**src/design/ppi_pkg.sv**
```systemverilog
`timescale 1ns / 1ps
// ----------------------------------------------------------------------------
// ppi_pkg
// Shared constants, register codes and the vertex path of the polyline
// phase interpolator.
// ----------------------------------------------------------------------------
package ppi_pkg;

    localparam int PHASE_FRAC_BITS_DEF  = 16;
    localparam int SAMPLE_FRAC_BITS_DEF = 12;

    localparam int NUM_VERTS  = 12;
    localparam int VIDX_W     = 4;
    localparam int NUM_AXES   = 3;
    localparam int CFG_IDX_W  = 3;
    localparam int CFG_DATA_W = 16;
    localparam int PIPE_DEPTH = 5;

    localparam logic [VIDX_W-1:0] LAST_VERT = VIDX_W'(NUM_VERTS - 1);

    typedef enum logic [CFG_IDX_W-1:0] {
        REG_OFFSET_X = 3'd0,
        REG_OFFSET_Y = 3'd1,
        REG_OFFSET_Z = 3'd2,
        REG_GAIN_X   = 3'd3,
        REG_GAIN_Y   = 3'd4,
        REG_GAIN_Z   = 3'd5
    } t_cfg_reg;

    // Vertex coordinate in half units (-1, 0, +1) for one axis (0 = x).
    function automatic logic signed [1:0] vert_half(input logic [VIDX_W-1:0] idx,
                                                    input logic [1:0] axis);
        logic [5:0] xyz;
        begin
            case (idx)
                4'd0:    xyz = 6'b11_11_00;
                4'd1:    xyz = 6'b11_01_00;
                4'd2:    xyz = 6'b00_00_11;
                4'd3:    xyz = 6'b11_11_00;
                4'd4:    xyz = 6'b01_11_00;
                4'd5:    xyz = 6'b00_00_11;
                4'd6:    xyz = 6'b01_01_00;
                4'd7:    xyz = 6'b01_11_00;
                4'd8:    xyz = 6'b00_00_01;
                4'd9:    xyz = 6'b01_01_00;
                4'd10:   xyz = 6'b11_01_00;
                4'd11:   xyz = 6'b00_00_01;
                default: xyz = 6'b00_00_00;
            endcase
            case (axis)
                2'd0:    vert_half = xyz[5:4];
                2'd1:    vert_half = xyz[3:2];
                default: vert_half = xyz[1:0];
            endcase
        end
    endfunction

endpackage

```
**src/design/ppi_phase.sv**
```systemverilog
`timescale 1ns / 1ps
// ----------------------------------------------------------------------------
// ppi_phase
// Two stages: scale the phase fraction by 12, then multiply by the amount
// and pick the vertex index and the interpolation fraction.
// ----------------------------------------------------------------------------
module ppi_phase
    import ppi_pkg::*;
#(
    parameter int PHASE_FRAC_BITS  = PHASE_FRAC_BITS_DEF,
    parameter int SAMPLE_FRAC_BITS = SAMPLE_FRAC_BITS_DEF
) (
    input  logic                        i_clk,
    input  logic signed [23:0]          i_drive_phase,
    input  logic signed [15:0]          i_interp_amount,
    output logic [VIDX_W-1:0]           o_idx,
    output logic [SAMPLE_FRAC_BITS-1:0] o_frac
);

    localparam int PF = PHASE_FRAC_BITS;
    localparam int SF = SAMPLE_FRAC_BITS;
    localparam int TW = PF + 4;

    logic [PF-1:0]         w_t;
    logic [TW-1:0]         w_t2;
    logic [TW-1:0]         r_t2;
    logic signed [15:0]    r_amt;
    logic signed [TW+16:0] w_prod;
    logic [VIDX_W-1:0]     w_idx;
    logic [VIDX_W-1:0]     r_idx;
    logic [SF-1:0]         r_frac;

    // 12*t as 8*t + 4*t
    assign w_t  = i_drive_phase[PF-1:0];
    assign w_t2 = {1'b0, w_t, 3'b000} + {2'b00, w_t, 2'b00};

    always_ff @(posedge i_clk) begin
        r_t2  <= w_t2;
        r_amt <= i_interp_amount;
    end

    // only the low bits of the product matter: floor modulo of two's complement
    assign w_prod = $signed({1'b0, r_t2}) * r_amt;
    assign w_idx  = (r_t2[TW-1:PF] > LAST_VERT) ? LAST_VERT : r_t2[TW-1:PF];

    always_ff @(posedge i_clk) begin
        r_idx  <= w_idx;
        r_frac <= w_prod[PF+SF-1:PF];
    end

    assign o_idx  = r_idx;
    assign o_frac = r_frac;

endmodule

```
**src/design/ppi_lerp.sv**
```systemverilog
`timescale 1ns / 1ps
// ----------------------------------------------------------------------------
// ppi_lerp
// Looks up the current and next vertex and interpolates all three axes.
// ----------------------------------------------------------------------------
module ppi_lerp
    import ppi_pkg::*;
#(
    parameter int SAMPLE_FRAC_BITS = SAMPLE_FRAC_BITS_DEF
) (
    input  logic                          i_clk,
    input  logic [VIDX_W-1:0]             i_idx,
    input  logic [SAMPLE_FRAC_BITS-1:0]   i_frac,
    output logic signed [SAMPLE_FRAC_BITS+1:0] o_lerp [NUM_AXES]
);

    localparam int SF = SAMPLE_FRAC_BITS;
    localparam int LW = SF + 2;

    logic [VIDX_W-1:0]     w_nxt;
    logic signed [LW:0]    w_sum  [NUM_AXES];
    logic signed [LW-1:0]  r_lerp [NUM_AXES];

    // wrap from the last vertex back to the first
    assign w_nxt = (i_idx == LAST_VERT) ? '0 : i_idx + VIDX_W'(1);

    always_comb begin
        logic signed [2:0]  a;
        logic signed [2:0]  b;
        logic signed [2:0]  d;
        logic signed [LW:0] fe;
        logic signed [LW:0] base;
        for (int ax = 0; ax < NUM_AXES; ax++) begin
            a    = 3'(vert_half(i_idx, 2'(ax)));
            b    = 3'(vert_half(w_nxt, 2'(ax)));
            d    = b - a;
            fe   = $signed({3'b000, i_frac});
            base = $signed({a, {SF{1'b0}}});
            w_sum[ax] = base + fe * d;
        end
    end

    always_ff @(posedge i_clk) begin
        for (int ax = 0; ax < NUM_AXES; ax++) begin
            r_lerp[ax] <= w_sum[ax][LW-1:0];
        end
    end

    assign o_lerp = r_lerp;

endmodule

```
**src/design/ppi_axis.sv**
```systemverilog
`timescale 1ns / 1ps
// ----------------------------------------------------------------------------
// ppi_axis
// One axis: multiply by gain with rounding, then add offset and saturate.
// ----------------------------------------------------------------------------
module ppi_axis
    import ppi_pkg::*;
#(
    parameter int SAMPLE_FRAC_BITS = SAMPLE_FRAC_BITS_DEF
) (
    input  logic                               i_clk,
    input  logic signed [SAMPLE_FRAC_BITS+1:0] i_lerp,
    input  logic signed [15:0]                 i_gain,
    input  logic signed [15:0]                 i_offset,
    output logic signed [15:0]                 o_coord
);

    localparam int SF = SAMPLE_FRAC_BITS;
    localparam int LW = SF + 2;
    localparam int PW = LW + 16;
    localparam int QW = PW - (SF + 1);

    localparam logic signed [PW-1:0] RND    = {{(PW-SF-1){1'b0}}, 1'b1, {SF{1'b0}}};
    localparam logic signed [QW:0]   SAT_HI = (QW+1)'(32767);
    localparam logic signed [QW:0]   SAT_LO = -(QW+1)'(32768);

    logic signed [PW-1:0] w_prod;
    logic signed [PW-1:0] r_prod;
    logic signed [QW-1:0] w_q;
    logic signed [QW:0]   w_sum;
    logic signed [15:0]   w_sat;
    logic signed [15:0]   r_coord;

    assign w_prod = i_lerp * i_gain;

    always_ff @(posedge i_clk) begin
        r_prod <= w_prod + RND;
    end

    // drop the extra lerp bit and the fraction bits (floor)
    assign w_q   = r_prod[PW-1:SF+1];
    assign w_sum = {w_q[QW-1], w_q} + {{(QW+1-16){i_offset[15]}}, i_offset};

    always_comb begin
        if (w_sum > SAT_HI) begin
            w_sat = 16'sh7FFF;
        end else if (w_sum < SAT_LO) begin
            w_sat = 16'sh8000;
        end else begin
            w_sat = w_sum[15:0];
        end
    end

    always_ff @(posedge i_clk) begin
        r_coord <= w_sat;
    end

    assign o_coord = r_coord;

endmodule

```
**src/design/polyline_3d_phase_interpolator.sv**
```systemverilog
`timescale 1ns / 1ps
// ----------------------------------------------------------------------------
// polyline_3d_phase_interpolator
// Maps a phase sample onto a 12-vertex 3-D path and returns a scaled,
// offset and saturated (x, y, z) point.
// ----------------------------------------------------------------------------
// The block accepts one item in every clock cycle (busy stays low) and
// returns its point with o_valid high for one cycle; the five register
// stages are phase scaling, the amount multiply, vertex lookup and
// interpolation, the gain multiply, and the offset add with saturation.
// The receiver cannot stall it, so a result must be taken in the cycle it
// is shown. Write gain and offset registers only while no item is in
// flight.
module polyline_3d_phase_interpolator
    import ppi_pkg::*;
#(
    parameter int PHASE_FRAC_BITS  = PHASE_FRAC_BITS_DEF,
    parameter int SAMPLE_FRAC_BITS = SAMPLE_FRAC_BITS_DEF
) (
    input  logic                  i_clk,
    input  logic                  i_rst_n,
    input  logic                  start,
    output logic                  busy,
    input  logic signed [23:0]    i_drive_phase,
    input  logic signed [15:0]    i_interp_amount,
    input  logic                  i_cfg_we,
    input  logic [CFG_IDX_W-1:0]  i_cfg_idx,
    input  logic [CFG_DATA_W-1:0] i_cfg_data,
    output logic                  o_valid,
    output logic signed [15:0]    o_out_x,
    output logic signed [15:0]    o_out_y,
    output logic signed [15:0]    o_out_z
);

    localparam int SF = SAMPLE_FRAC_BITS;

    logic signed [15:0]    r_offset [NUM_AXES];
    logic signed [15:0]    r_gain   [NUM_AXES];
    logic [PIPE_DEPTH-1:0] r_vld;
    logic [VIDX_W-1:0]     w_idx;
    logic [SF-1:0]         w_frac;
    logic signed [SF+1:0]  w_lerp   [NUM_AXES];
    logic signed [15:0]    w_coord  [NUM_AXES];

    assign busy = 1'b0;

    always_ff @(posedge i_clk) begin
        if (!i_rst_n) begin
            r_offset[0] <= '0;
            r_offset[1] <= '0;
            r_offset[2] <= '0;
            r_gain[0]   <= 16'sd4096;
            r_gain[1]   <= 16'sd4096;
            r_gain[2]   <= 16'sd4096;
        end else if (i_cfg_we) begin
            case (i_cfg_idx)
                REG_OFFSET_X: r_offset[0] <= i_cfg_data;
                REG_OFFSET_Y: r_offset[1] <= i_cfg_data;
                REG_OFFSET_Z: r_offset[2] <= i_cfg_data;
                REG_GAIN_X:   r_gain[0]   <= i_cfg_data;
                REG_GAIN_Y:   r_gain[1]   <= i_cfg_data;
                REG_GAIN_Z:   r_gain[2]   <= i_cfg_data;
                default: ;
            endcase
        end
    end

    // valid bits travel alongside the data stages
    always_ff @(posedge i_clk) begin
        if (!i_rst_n) begin
            r_vld <= '0;
        end else begin
            r_vld <= {r_vld[PIPE_DEPTH-2:0], start & ~busy};
        end
    end

    ppi_phase #(
        .PHASE_FRAC_BITS  (PHASE_FRAC_BITS),
        .SAMPLE_FRAC_BITS (SAMPLE_FRAC_BITS)
    ) u_phase (
        .i_clk           (i_clk),
        .i_drive_phase   (i_drive_phase),
        .i_interp_amount (i_interp_amount),
        .o_idx           (w_idx),
        .o_frac          (w_frac)
    );

    ppi_lerp #(
        .SAMPLE_FRAC_BITS (SAMPLE_FRAC_BITS)
    ) u_lerp (
        .i_clk  (i_clk),
        .i_idx  (w_idx),
        .i_frac (w_frac),
        .o_lerp (w_lerp)
    );

    for (genvar ax = 0; ax < NUM_AXES; ax++) begin : g_axis
        ppi_axis #(
            .SAMPLE_FRAC_BITS (SAMPLE_FRAC_BITS)
        ) u_axis (
            .i_clk    (i_clk),
            .i_lerp   (w_lerp[ax]),
            .i_gain   (r_gain[ax]),
            .i_offset (r_offset[ax]),
            .o_coord  (w_coord[ax])
        );
    end

    assign o_valid = r_vld[PIPE_DEPTH-1];
    assign o_out_x = w_coord[0];
    assign o_out_y = w_coord[1];
    assign o_out_z = w_coord[2];

endmodule

```
**config.mk**
```make
export PLATFORM = sky130hd
export DESIGN_NAME = polyline_3d_phase_interpolator
export DESIGN_NICKNAME = d
export VERILOG_FILES = /design/src/design/ppi_pkg.sv /design/src/design/ppi_phase.sv /design/src/design/ppi_lerp.sv /design/src/design/ppi_axis.sv /design/src/design/polyline_3d_phase_interpolator.sv
export SDC_FILE = /design/constraint.sdc
export NUM_CORES = 2
export LEC_CHECK = 0
export BUFFER_PORTS_ARGS = -buffer_cell sky130_fd_sc_hd__buf_2
export CAP_MARGIN = 20
export CORE_AREA = 2 2 305 307
export DETAILED_ROUTE_END_ITERATION = 12
export DIE_AREA = 0 0 307 309
export GPL_ROUTABILITY_DRIVEN = 1
export PLACE_DENSITY = 0.7
export SYNTH_ARGS = -nofsm -noshare
export SYNTH_HDL_FRONTEND = slang
export SYNTH_SLANG_ARGS = --single-unit
```
**constraint.sdc**
```tcl
create_clock -name i_clk -period 7.5 [get_ports i_clk]
set_input_delay 0.375 -clock i_clk [delete_from_list [all_inputs] [get_ports i_clk]]
set_output_delay 0.375 -clock i_clk [all_outputs]
set_load 0.03 [all_outputs]
```
==> metrics.md <==
| Metric | Value |
|---|---|
| Outcome | completed |
| Synthesized netlist cell count | between 4000 and 5000 |
| Post-Syn Nets | 6106 |
| Fmax | 145.5 MHz |
| Critical Path AT | 7.31 ns |
| Post-synth EDFFs | 96 |
| Die width | slightly above 300 um |
| Post-DR wirelength/cell | 16.88 um |
| RSZ-0062 raised after global routing | no |
| Period Utilization, post-route | 0.9163 |
| Vias in the first global route | roughly 33000 |
| Share of post-route cells with drive strength above 1 | 0.04968 |
| Synth cell types | 62 |
| Total grt overflow | 0 |
| Final hold viol count | 0 |
| Setup TNS | 0 ns |
| Total Wirelength | 101300 um |
| Worst skew pair latency | 0.57 ns |
| DR vias | 31000 |
| Clk_skew | 0.01726 ns |
| Final worst path period need | 6.873 ns |
| Slew headroom | 0.3142 |
| Worst-path clk slew | 0.06 ns |
| Synth Cell Area | between 40000 and 50000 um^2 |
| Area Growth Syn to Fin | 7.004% |
| Initial antenna violation count | 0 |
| CTS tree | done |
| Hpwl dp | between 80000 and 90000 um |
| Largest cells by area after synthesis | fa_1 (40%), ha_1 (11%), inv_1 (8.8%) |
| Die Footprint | ~95000 um^2 |
| Count leader, synth | inv_1 |
| I/O Buffers | 103 |
| Sequential-to-total area share from yosys stat | 0.1512 |
| Core area | 91390 um^2 |
| Ys async rst share | 0 |
| Clock sink total | 296 |
| 1st-iter DRT viols | between 1500 and 2000 |
| Crit Path Category | reg -> reg |
| Starting Density | 0.4985 |
| CTS Buf Count | 36 |
| Detailed Routing Iterations Pass 1 | 7 |
| Crit-path max FO | 14 |
| Post-synth top area share | 0.3959 |
| Die Y-Extent | 309 um |
| Cell Rows | 111 |
| Largest net degree at the start of global routing | 24 |
| Yosys warnings | 0 |
| IO Pins | around 110 |
| CTS max path bufs | 3 |
| Gr usage total | 0.2239 |
| Crit end category | register |
| Main synth FF type | dfxtp_1 |
| Worst-Margin Slew | 1.029 ns |
| Seq cells post-synth | around 300 |
| Synth cell count leaders | inv_1 (1069), fa_1 (901), and2_1 (493) |
| Pins Over Slew Limit | 0 |
| Worst min path class | in -> reg |
| Area leader, netlist | fa_1 |
| First-pass GRT wire length | 170000 um |
| Vias per inst | between 5 and 6 |
| DRC viols | 0 |
| Final-layout fill cell count | 8159 |
| Syn avg cell area | 9.635 um^2 |
| Max-cap violations | 0 |
| Root buffer cell | clkbuf_16 |
| Nets | 6163 |
| Final ANT Viol Nets | 0 |
| Startpoint types | register |
| Endpoints failing setup | 0 |
| Crit path required time | 7.94 ns |
| # H-tree levels | 2 |
| Final GP Congestion | around 0.90 |
==> per-layer routing <==
layer / GRT usage / share of wire / vias up
met1: 0.2995 / 0.43 / 15640
met2: 0.3818 / 0.48 / 834
met5: 0 / 0 / -
met3: 0.02740 / 0.055 / 173
met4: 0.06943 / 0.033 / 0
li1: - / - / 14350
==> critical path, stage by stage, from the launching register on <==
cell and delay, ns:
edfxtp_1 0.67, and2_1 0.31, fa_1 0.50, inv_1 0.05, fa_1 0.48, inv_1 0.05
fa_1 0.48, fa_1 0.50, fa_1 0.49, inv_1 0.05, fa_1 0.47, inv_1 0.04
ha_1 0.29, a211oi_1 0.21, o21ai_0 0.15, a211oi_1 0.46, o41ai_1 0.19, buf_4 0.18
a31oi_1 0.34, o21ai_1 0.21, a211oi_1 0.35, o21bai_1 0.12, xnor2_1 0.14
==> kinds of logic (layout without fill, tap and decap cells) <==
group	after synthesis	count (layout)	share of synthesized area
mux	3	3	0.0006592
fa+ha+maj	1315	1315	0.5097
simple gates	1325	1325	0.1482
compound gates	384	384	0.05389
xor+xnor	186	186	0.03576
other cells	1	2	0.00008232
flops	296	296	0.1512
buf+inv	1218	1301	0.1006
==> layout by cell type, fill, tap and decap left out, types with 6 or more instances in the layout <==
cell           instances
nor2_1               128
a211o_1                6
a21o_1                39
nor3_1                33
fa_1                 901
buf_4                 46
or2_2                 15
inv_1               1069
ha_1                 414
nand2b_1              78
and3_1                11
a31oi_1               15
nor2b_1               31
a21oi_1              102
and2_1               493
o211ai_1               6
o21a_1                27
nor4_1                10
o21ai_1               18
clkbuf_16             37
nand4_1               13
o31ai_1                6
edfxtp_1              96
o21bai_1              28
o21ai_0               75
xor2_1                45
nand3_1               24
xnor2_1              141
nand2_1              467
buf_2                104
a211oi_1              19
or3_1                 12
dlygate4sd3_1         18
dfxtp_1              200
==> metrics by stage <==
stage | setup WS (ns) | area, um^2 | util | instances | hold WS, ns
floorplan | 1.556 | 45550 | - | 4728 | 0.4027
global placement | 0.6693 | 47330 | 0.5180 | 5913 | 0.4142
detailed placement | 0.5953 | 47330 | 0.5180 | 5913 | 0.4227
CTS | 0.5864 | 48730 | 0.5332 | 5995 | 0.04054
global route | 0.2420 | 48740 | 0.5334 | 5997 | 0.07064
finish | 0.6274 | 48750 | 0.5334 | 5998 | 0.07232
==> path summary, 6_finish.rpt <==
path / to / slack (ns) / start / depth (start not counted)
setup reg to reg: g_axis[1].u_axis.r_prod[29] / 0.63 / r_gain[0][24] / 22
setup / recovery: g_axis[1].u_axis.r_prod[29] / 0.63 / r_gain[0][24] / 22
hold / removal: u_phase.r_t2[3] / 0.07 / i_drive_phase[1] / 2
hold reg to reg: r_vld[3] / 0.43 / r_vld[2] / 1
==> timing repair <==
| action | 4_1_cts | 5_1_grt |
|---|---|---|
| hold endpoints to repair | 18 | 0 |
| setup endpoints to repair | 0 | 0 |
| buffers inserted | 0 | 0 |
| gates resized for setup | 0 | 0 |
| hold buffers | 18 | 0 |
==> registers in the layout, summed over array words and instances (netlist names), named ones only <==
name	flops
g_axis.u_axis.o_coord	48
g_axis.u_axis.r_prod	51
r_gain	48
r_offset	48
r_vld	5
u_lerp.o_lerp	41
u_phase.o_frac	12
u_phase.o_idx	4
u_phase.r_amt	16
u_phase.r_t2	18
==> layout make-up <==
cell class / instances / area [um^2] / area share
Multi-Input combinational cell: 3214 / 34100 / 0.6995
Sequential cell: 296 / 6887 / 0.1413
Inverter: 1069 / 4013 / 0.08232
Tap cell: 1186 / 1484 / 0.03044
Timing Repair Buffer: 168 / 1046 / 0.02146
Clock buffer: 43 / 978.4 / 0.02007
Clock inverter: 21 / 237.7 / 0.004877
Antenna cell: 1 / 2.502 / 0.00005134
Power is left out: the tool's default activity adds up to more than one toggle a clock period on the data nets, which glitch-free logic cannot reach.
